--- src/hw/rtl/filter_table_sample_splat_assert.svh ---
// assertion macros for the film tile splat block
// expects clk and rst_n in the scope of the user
`ifndef FILTER_TABLE_SAMPLE_SPLAT_ASSERT_SVH
`define FILTER_TABLE_SAMPLE_SPLAT_ASSERT_SVH

// same-cycle implication
`define FTS_ASSERT_NOW(label, ante, cons, msg) \
  label: assert property (@(posedge clk) disable iff (!rst_n) (ante) |-> (cons)) \
    else $error(msg);

// next-cycle implication
`define FTS_ASSERT_NEXT(label, ante, cons, msg) \
  label: assert property (@(posedge clk) disable iff (!rst_n) (ante) |=> (cons)) \
    else $error(msg);

`endif

--- src/hw/rtl/fts_pkg.sv ---
// shared types, codes and constants of the film tile splat block
// no dependencies
package fts_pkg;

  localparam int TILE_DIM_DEF    = 32;
  localparam int TABLE_WIDTH_DEF = 16;

  typedef enum logic [1:0] {
    CMD_SPLAT = 2'd0,
    CMD_DIRECT = 2'd1,
    CMD_READ = 2'd2,
    CMD_TABLE = 2'd3
  } cmd_t;

  localparam logic [1:0] ST_DONE = 2'd0;
  localparam logic [1:0] ST_NONE = 2'd1;
  localparam logic [1:0] ST_SAT  = 2'd2;

  typedef enum logic [3:0] {
    REG_BMIN_X = 4'd0,
    REG_BMIN_Y = 4'd1,
    REG_BMAX_X = 4'd2,
    REG_BMAX_Y = 4'd3,
    REG_RAD_X  = 4'd4,
    REG_RAD_Y  = 4'd5,
    REG_INV_X  = 4'd6,
    REG_INV_Y  = 4'd7
  } reg_idx_t;

  typedef struct packed {
    logic [1:0]         command;
    logic [19:0]        sample_x;
    logic [19:0]        sample_y;
    logic [11:0]        pixel_x;
    logic [11:0]        pixel_y;
    logic [15:0]        red;
    logic [15:0]        green;
    logic [15:0]        blue;
    logic [7:0]         count;
    logic [7:0]         table_index;
    logic signed [15:0] table_value;
  } in_t;

  typedef struct packed {
    logic [1:0]         status;
    logic signed [47:0] red_sum;
    logic signed [47:0] green_sum;
    logic signed [47:0] blue_sum;
    logic signed [31:0] weight_total;
  } out_t;

  typedef struct packed {
    logic [11:0] bound_min_x;
    logic [11:0] bound_min_y;
    logic [12:0] bound_max_x;
    logic [12:0] bound_max_y;
    logic [10:0] radius_x;
    logic [10:0] radius_y;
    logic [15:0] inv_radius_x;
    logic [15:0] inv_radius_y;
  } cfg_t;

  typedef struct packed {
    logic signed [14:0] lo;
    logic signed [14:0] hi;
  } win_t;

  // one classified request between front and back
  typedef struct packed {
    cmd_t               cmd;
    logic [19:0]        sx;
    logic [19:0]        sy;
    logic [11:0]        px;
    logic [11:0]        py;
    logic [15:0]        red;
    logic [15:0]        green;
    logic [15:0]        blue;
    logic [7:0]         count;
    logic [7:0]         tidx;
    logic signed [15:0] tval;
    win_t               wx;
    win_t               wy;
    logic               hit;
  } qent_t;

endpackage

--- src/hw/rtl/fts_front.sv ---
// front part: classifies requests and queues them for the back part
// depends on fts_pkg
module fts_front import fts_pkg::*; #(
  parameter int TILE_DIM = TILE_DIM_DEF
) (
  input  logic  clk,
  input  logic  rst_n,
  input  cfg_t  cfg,
  input  logic  in_valid,
  output logic  in_stall,
  input  in_t   in_data,
  output logic  q_valid,
  output qent_t q_data,
  input  logic  q_pop
);

  function automatic win_t calc_win(input logic [19:0] s, input logic [10:0] r,
                                    input logic [11:0] bmin, input logic [12:0] bmax);
    logic signed [22:0] lo_v;
    logic signed [22:0] hi_v;
    logic signed [14:0] bmin_s;
    logic signed [14:0] tmax;
    win_t w;
    lo_v = $signed({3'b0, s}) - 23'sd128 - $signed({12'b0, r}) + 23'sd255;
    hi_v = $signed({3'b0, s}) - 23'sd128 + $signed({12'b0, r});
    w.lo = $signed(15'(lo_v >>> 8));
    w.hi = $signed(15'(hi_v >>> 8));
    bmin_s = $signed({3'b0, bmin});
    tmax = bmin_s + $signed(15'(TILE_DIM - 1));
    if (w.lo < bmin_s) w.lo = bmin_s;
    if (w.hi > $signed({2'b0, bmax}) - 15'sd1) w.hi = $signed({2'b0, bmax}) - 15'sd1;
    if (w.hi > tmax) w.hi = tmax;
    return w;
  endfunction

  function automatic logic in_tile(input logic [11:0] v, input logic [11:0] bmin,
                                   input logic [12:0] bmax);
    logic [12:0] lv;
    lv = {1'b0, v} - {1'b0, bmin};
    return ({1'b0, v} >= {1'b0, bmin}) && (lv < 13'(TILE_DIM)) && ({1'b0, v} < bmax);
  endfunction

  qent_t       ent;
  qent_t       fifo_r [2];
  logic        wr_ptr_r;
  logic        rd_ptr_r;
  logic [1:0]  cnt_r;
  logic        push;

  always_comb begin
    ent.cmd   = cmd_t'(in_data.command);
    ent.sx    = in_data.sample_x;
    ent.sy    = in_data.sample_y;
    ent.red   = in_data.red;
    ent.green = in_data.green;
    ent.blue  = in_data.blue;
    ent.count = in_data.count;
    ent.tidx  = in_data.table_index;
    ent.tval  = in_data.table_value;
    ent.wx    = calc_win(in_data.sample_x, cfg.radius_x, cfg.bound_min_x, cfg.bound_max_x);
    ent.wy    = calc_win(in_data.sample_y, cfg.radius_y, cfg.bound_min_y, cfg.bound_max_y);
    if (ent.cmd == CMD_DIRECT) begin
      ent.px = in_data.sample_x[19:8];
      ent.py = in_data.sample_y[19:8];
    end else begin
      ent.px = in_data.pixel_x;
      ent.py = in_data.pixel_y;
    end
    if (ent.cmd == CMD_SPLAT) begin
      ent.hit = (ent.wx.lo <= ent.wx.hi) && (ent.wy.lo <= ent.wy.hi);
    end else begin
      ent.hit = in_tile(ent.px, cfg.bound_min_x, cfg.bound_max_x) &&
                in_tile(ent.py, cfg.bound_min_y, cfg.bound_max_y);
    end
  end

  assign in_stall = (cnt_r == 2'd2);
  assign push     = in_valid && !in_stall;
  assign q_valid  = (cnt_r != 2'd0);
  assign q_data   = fifo_r[rd_ptr_r];

  always_ff @(posedge clk) begin
    if (push) fifo_r[wr_ptr_r] <= ent;
  end

  always_ff @(posedge clk) begin
    if (!rst_n) begin
      wr_ptr_r <= 1'b0;
      rd_ptr_r <= 1'b0;
      cnt_r    <= 2'd0;
    end else begin
      if (push) wr_ptr_r <= !wr_ptr_r;
      if (q_pop) rd_ptr_r <= !rd_ptr_r;
      cnt_r <= cnt_r + 2'(push) - 2'(q_pop);
    end
  end

endmodule

--- config.mk ---
export PLATFORM = sky130hd
export DESIGN_NAME = fts_front
export DESIGN_NICKNAME = d
export VERILOG_FILES = /design/src/hw/rtl/filter_table_sample_splat_assert.svh /design/src/hw/rtl/fts_pkg.sv /design/src/hw/rtl/fts_front.sv
export SDC_FILE = /design/constraint.sdc
export NUM_CORES = 1
export LEC_CHECK = 0
export ABC_AREA = 1
export BUFFER_PORTS_ARGS = -buffer_cell sky130_fd_sc_hd__buf_2
export CELL_PAD_IN_SITES_DETAIL_PLACEMENT = 0
export CELL_PAD_IN_SITES_GLOBAL_PLACEMENT = 1
export CORE_MARGIN = 2
export CORE_UTILIZATION = 47
export DETAILED_ROUTE_END_ITERATION = 8
export PLACE_DENSITY_LB_ADDON = 0.1
export SKIP_CTS_REPAIR_TIMING = 1
export SLEW_MARGIN = 20
export SYNTH_ARGS = -nofsm -noshare
export SYNTH_HDL_FRONTEND = slang
export SYNTH_SLANG_ARGS = --single-unit
--- constraint.sdc ---
create_clock -name clk -period 35.3 [get_ports clk]
set_clock_uncertainty 0.2 [all_clocks]
set_input_delay 7.06 -clock clk [delete_from_list [all_inputs] [get_ports clk]]
set_output_delay 7.06 -clock clk [all_outputs]
set_load 0.01 [all_outputs]
======== After elaboration in Yosys (flattened, before gate mapping) ========
Memories as Yosys holds them, arrays and structs flattened. A register that Yosys moved wholly into a read port is not among the register bits.
Cells that the tools add are included.
operators by class
  add/sub/neg operators ................... 16
  multiply operators ...................... 0
  div/mod/pow operators ................... 0
  magnitude comparators ................... 14
  eq/ne operators ......................... 2
  shift operators ......................... 0
  multiplexer cells ....................... 12
  bitwise operators ....................... 0
  reduce and logical (&&, ||, !) cells .... 12
operators by type and width
  kind                     number
  $mux W15                 6
  $add A23 B9 Y23 const B  2
  $add A21 B12 Y22         2
  $sub A21 B12 Y22         2
  $sub A20 B8 Y21 const B  2
  $gt A15 B14 Y1           2
  $le A15 B15 Y1           2
  $lt A15 B13 Y1           2
  $gt A14 B14 Y1           2
  $sub A13 B1 Y14 const B  2
  $add A12 B5 Y13 const B  2
  $lt A12 B13 Y1           2
  $lt A13 B6 Y1 const B    2
  $sub A12 B12 Y13         2
  $ge A12 B12 Y1           2
  $mux W24                 1
  $logic_and A1 B1 Y1      7
  $mux W1                  5
  $logic_not A1 Y1         3
  $add A2 B1 Y2            1
  $eq A2 B1 Y1 const B     1
  $eq A2 B2 Y1 const B     1
  $logic_not A2 Y1         1
  $reduce_bool A2 Y1       1
  $sub A2 B1 Y2            1
word-level totals
  flip-flop bits (word level) ............. 4
  bits in latches ......................... 0
  RAM bits ................................ 414
  bits in read-only memories .............. 0
  bits of input ports ..................... 254
  output and inout bits ................... 209
  word-level logic and storage cells ...... 60
  memories ................................ 1
memory list
  name    words  width  rd ports  clocked after Yosys merged registers in  write ports  RTL line         RTL
  fifo_r  2      207    1         1                                        1            fts_front.sv:44  qent_t fifo_r [2];

======== Longest topological paths before layout ========
  depth after elaboration ................. 9
  mapped depth ............................ 56
  depth with buffers taken out ............ 53

======== Worst setup path before layout ========
Ideal clock, no wire load.
  kind .................................... input-to-reg
  from .................................... input port in_valid
  to ...................................... memory fifo_r[0][0] in the netlist's numbering (enable)
  library setup time ...................... 0.775 ns
  arrival ................................. 15.760 ns
  required time ........................... 34.325 ns
  setup slack ............................. 18.565 ns
  stages .................................. 2
  buffers on the path ..................... 0
  cell sequence ........................... o21ai_0 > nor2_1
on the way
  word-level cells in the longest chain between the ends .. 3
RTL lines
  element                        RTL line         RTL
  start, declared                fts_front.sv:9   input logic in_valid,
  $logic_and A1 B1 Y1            fts_front.sv:78  assign push = in_valid && !in_stall;
  $mux W1                        fts_front.sv:83  if (push) fifo_r[wr_ptr_r] <= ent;
  $mux W1 (not written as such)  fts_front.sv:83
  end, declared                  fts_front.sv:44
No other way between the ends.

==> impl_metrics.toml <==
[timing]
finalSetupViolCount = 0
worst_slew_pin_slew_ns = 1.13
relSlewSlack_pct = 23.9
rsz0062_at_grt = "no"
finalCritPeriodShare_pct = 43.4
fmaxAchievable_ghz = 0.0653
fin_crit_ns = 15.30
timing.hold.ws_ns = 0.304
slew_violations = 0
hold_viol_final = 0
fin_ws_ns = 20.00
fin_tns_setup_ns = 0

[place]
dp_slack_ns = 19.43
port_buffers = 430
dp_cells = 3692
gp_congestion = 0.914
dp_hpwl_um = 56300

[yosys]
synth_seq_cells = 415
syn_avg_cell_area_um2 = 9.88
synth_cell_types = 57
synth_top_area_share_pct = 47.8
synth.area.mux_share_pct = 9.14
synth_top_family_by_area = "simple AND/OR/NAND/NOR gates"
async_flop_share_pct = 0
netlist_top_cells_area = "edfxtp_1 48%, ha_1 9.9%, mux2_2 9.1%"
ys_warn_count = 0
synthAdderAreaFrac_pct = 10.1
synth.top_cells.by_count = "588 x nand2_1, 410 x edfxtp_1, 343 x inv_1"
synth_cells = 2604
synth_top_cell_by_area = "edfxtp_1"
synth_compound_gate_area_share_pct = 5.26
synth_xor_area_share_pct = 3.75
synthesis.area_um2 = 25700
synthSimpleGateAreaFrac_pct = 17.1
synth.most_common_cell = "nand2_1"
ys.flop_type = "edfxtp_1"
syn_nets = 3064
ys_seq_area_share_pct = 48.2
synth_edf_count = 410

[routing]
first_iter_violations = 1036
via_count = 19450
first_pass_iters = 6
met3_length_um = 5630
dr_wl_met2_um = 32900
drt.antenna.violating_nets = 0
wl_um = 71300
wl_per_cell_um = 18.9
viasPerCell = 5.15
drc = 0
highest_layer = "met5"
m1WireLength_um = 30900

[final_layout]
fin_cells = 3777
drive_above_1_share_pct = 27.0
fin_util_pct = 55.9
areaGrowthSynthToFinish_pct = 17.3
nNetsFinal = 3503
fill_cells = 4863

[cts]
clockBufferDepth = 3
cts_tree = "built"
cts_buffers = 45
cts-root-buf = "clkbuf_16"
path_clk_slew_ns = 0.06
htree_levels = 2
clk_latency_ns = 0.59
cts_sinks = 415

[floorplan]
start_util_pct = 47.6
dieWidth_um = 238
die_area_um2 = 56600
die_h_um = 238
io_pins = 463
core-area_um2 = 54000
rows = 85

[critical_path]
r2r_cells = 3
r2r_start = "cnt_r[0]"
crit_slowest_cell = "o21ai_0"
path_max_fanout = 26
worstPathRequired_ns = 35.44
criticalPathCategory = "in2reg"
cp-end-kind = "flip-flop"
reg2reg_slack_ns = 32.85
slowest_delay_ns = 0.52
critPathLaunchType = "primary input"
reg2reg_to = "fifo_r[0][122]"
cp.arrival_ns = 15.44

[global_route]
grt_max_degree = 126
grt_pass1_vias = 19048
grt_usage_pct = 24.7
globalRouteOverflowTotal = 0
antenna_found_initial = 9
grt_pass1_wl_um = 107000

[worst_hold_path]
hold_path_startpoint = "rd_ptr_r"
holdPathStages = 2
holdPathEnd = "rd_ptr_r"
hold_class = "reg2reg"

[run_status]
outcome = "completed"

[power]
pwr_density_cell_nw_per_um2 = 50.3
p_leak_nw = 13.8
ir_drop_mv = 0.0433

[job]
max-cap-violations = 0
==> power breakdown <==
part	switching, mW	total, mW	internal (mW)
Sequential	0.0117	0.622	0.610
Clock	0.195	0.485	0.290
Combinational	0.265	0.411	0.146
==> layer usage <==
layer	vias to the layer above	GRT usage [%]
met5	-	0
li1	9707	-
met2	592	41.0
met1	9028	32.0
met3	109	6.42
met4	14	6.65
==> worst max path at each step <==
stage              endpoint         start  slack [ns]
6_report       fifo_r[0][0]  in_data[131]       20.00
5_1_grt        fifo_r[0][0]  in_data[131]       19.20
4_1_cts        fifo_r[0][0]  in_data[131]       20.06
3_5_place_dp   fifo_r[0][0]  in_data[131]       19.43
3_3_place_gp   fifo_r[0][0]  in_data[131]       19.56
2_1_floorplan  fifo_r[0][0]      in_valid       18.57
==> layout make-up <==
class	count	area, um^2	share of cell area (%)
antenna	3	7.51	0.0249
clock buffer	60	1180	3.92
clock inverter	22	358	1.19
inverter	373	1400	4.65
multi-input combinational	1765	11700	38.7
sequential	415	12400	41.1
tap	696	871	2.88
timing repair buffer	443	2270	7.53
==> worst max-delay path, delay by kind of cell <==
| family | cells | cell delay (ns) |
|---|---|---|
| simple gates | 18 | 2.80 |
| compound gates | 9 | 2.43 |
| buf+inv | 11 | 1.44 |
| fa+ha+maj | 5 | 1.44 |
| xor+xnor | 1 | 0.24 |
==> cells in the final DEF, fill, tap and decap left out, types with 93 or more instances in the layout <==
| master | netlist | routed |
|---|---|---|
| nand2_1 | 588 | 588 |
| ha_1 | 204 | 204 |
| mux2_2 | 209 | 209 |
| a21oi_1 | 103 | 103 |
| nand3_1 | 158 | 158 |
| nor2_1 | 134 | 132 |
| inv_1 | 343 | 343 |
| edfxtp_1 | 410 | 410 |
| buf_2 | 5 | 430 |
| o21ai_0 | 94 | 93 |
==> cells by family after synthesis <==
logic type      count (synthesis)
compound gates                246
simple gates                 1005
buf+inv                       424
mux                           209
xor+xnor                       99
flops                         415
fa+ha+maj                     206
==> sequential cells by signal, summed over array words and instances (netlist names), named ones only <==
| register | flops |
|---|---|
| fifo_r | 410 |
| cnt_r | 2 |
| rd_ptr_r | 1 |
| wr_ptr_r | 1 |
==> per-stage QoR <==
| stage | cell area, um^2 | power (mW) |
|---|---|---|
| floorplan | 25700 | 0.913 |
| global placement | 28600 | 1.03 |
| detailed placement | 28600 | 1.04 |
| CTS | 30200 | 1.53 |
| global route | 30200 | 1.60 |
| finish | 30200 | 1.52 |
Power figures use the tool's default switching activity.
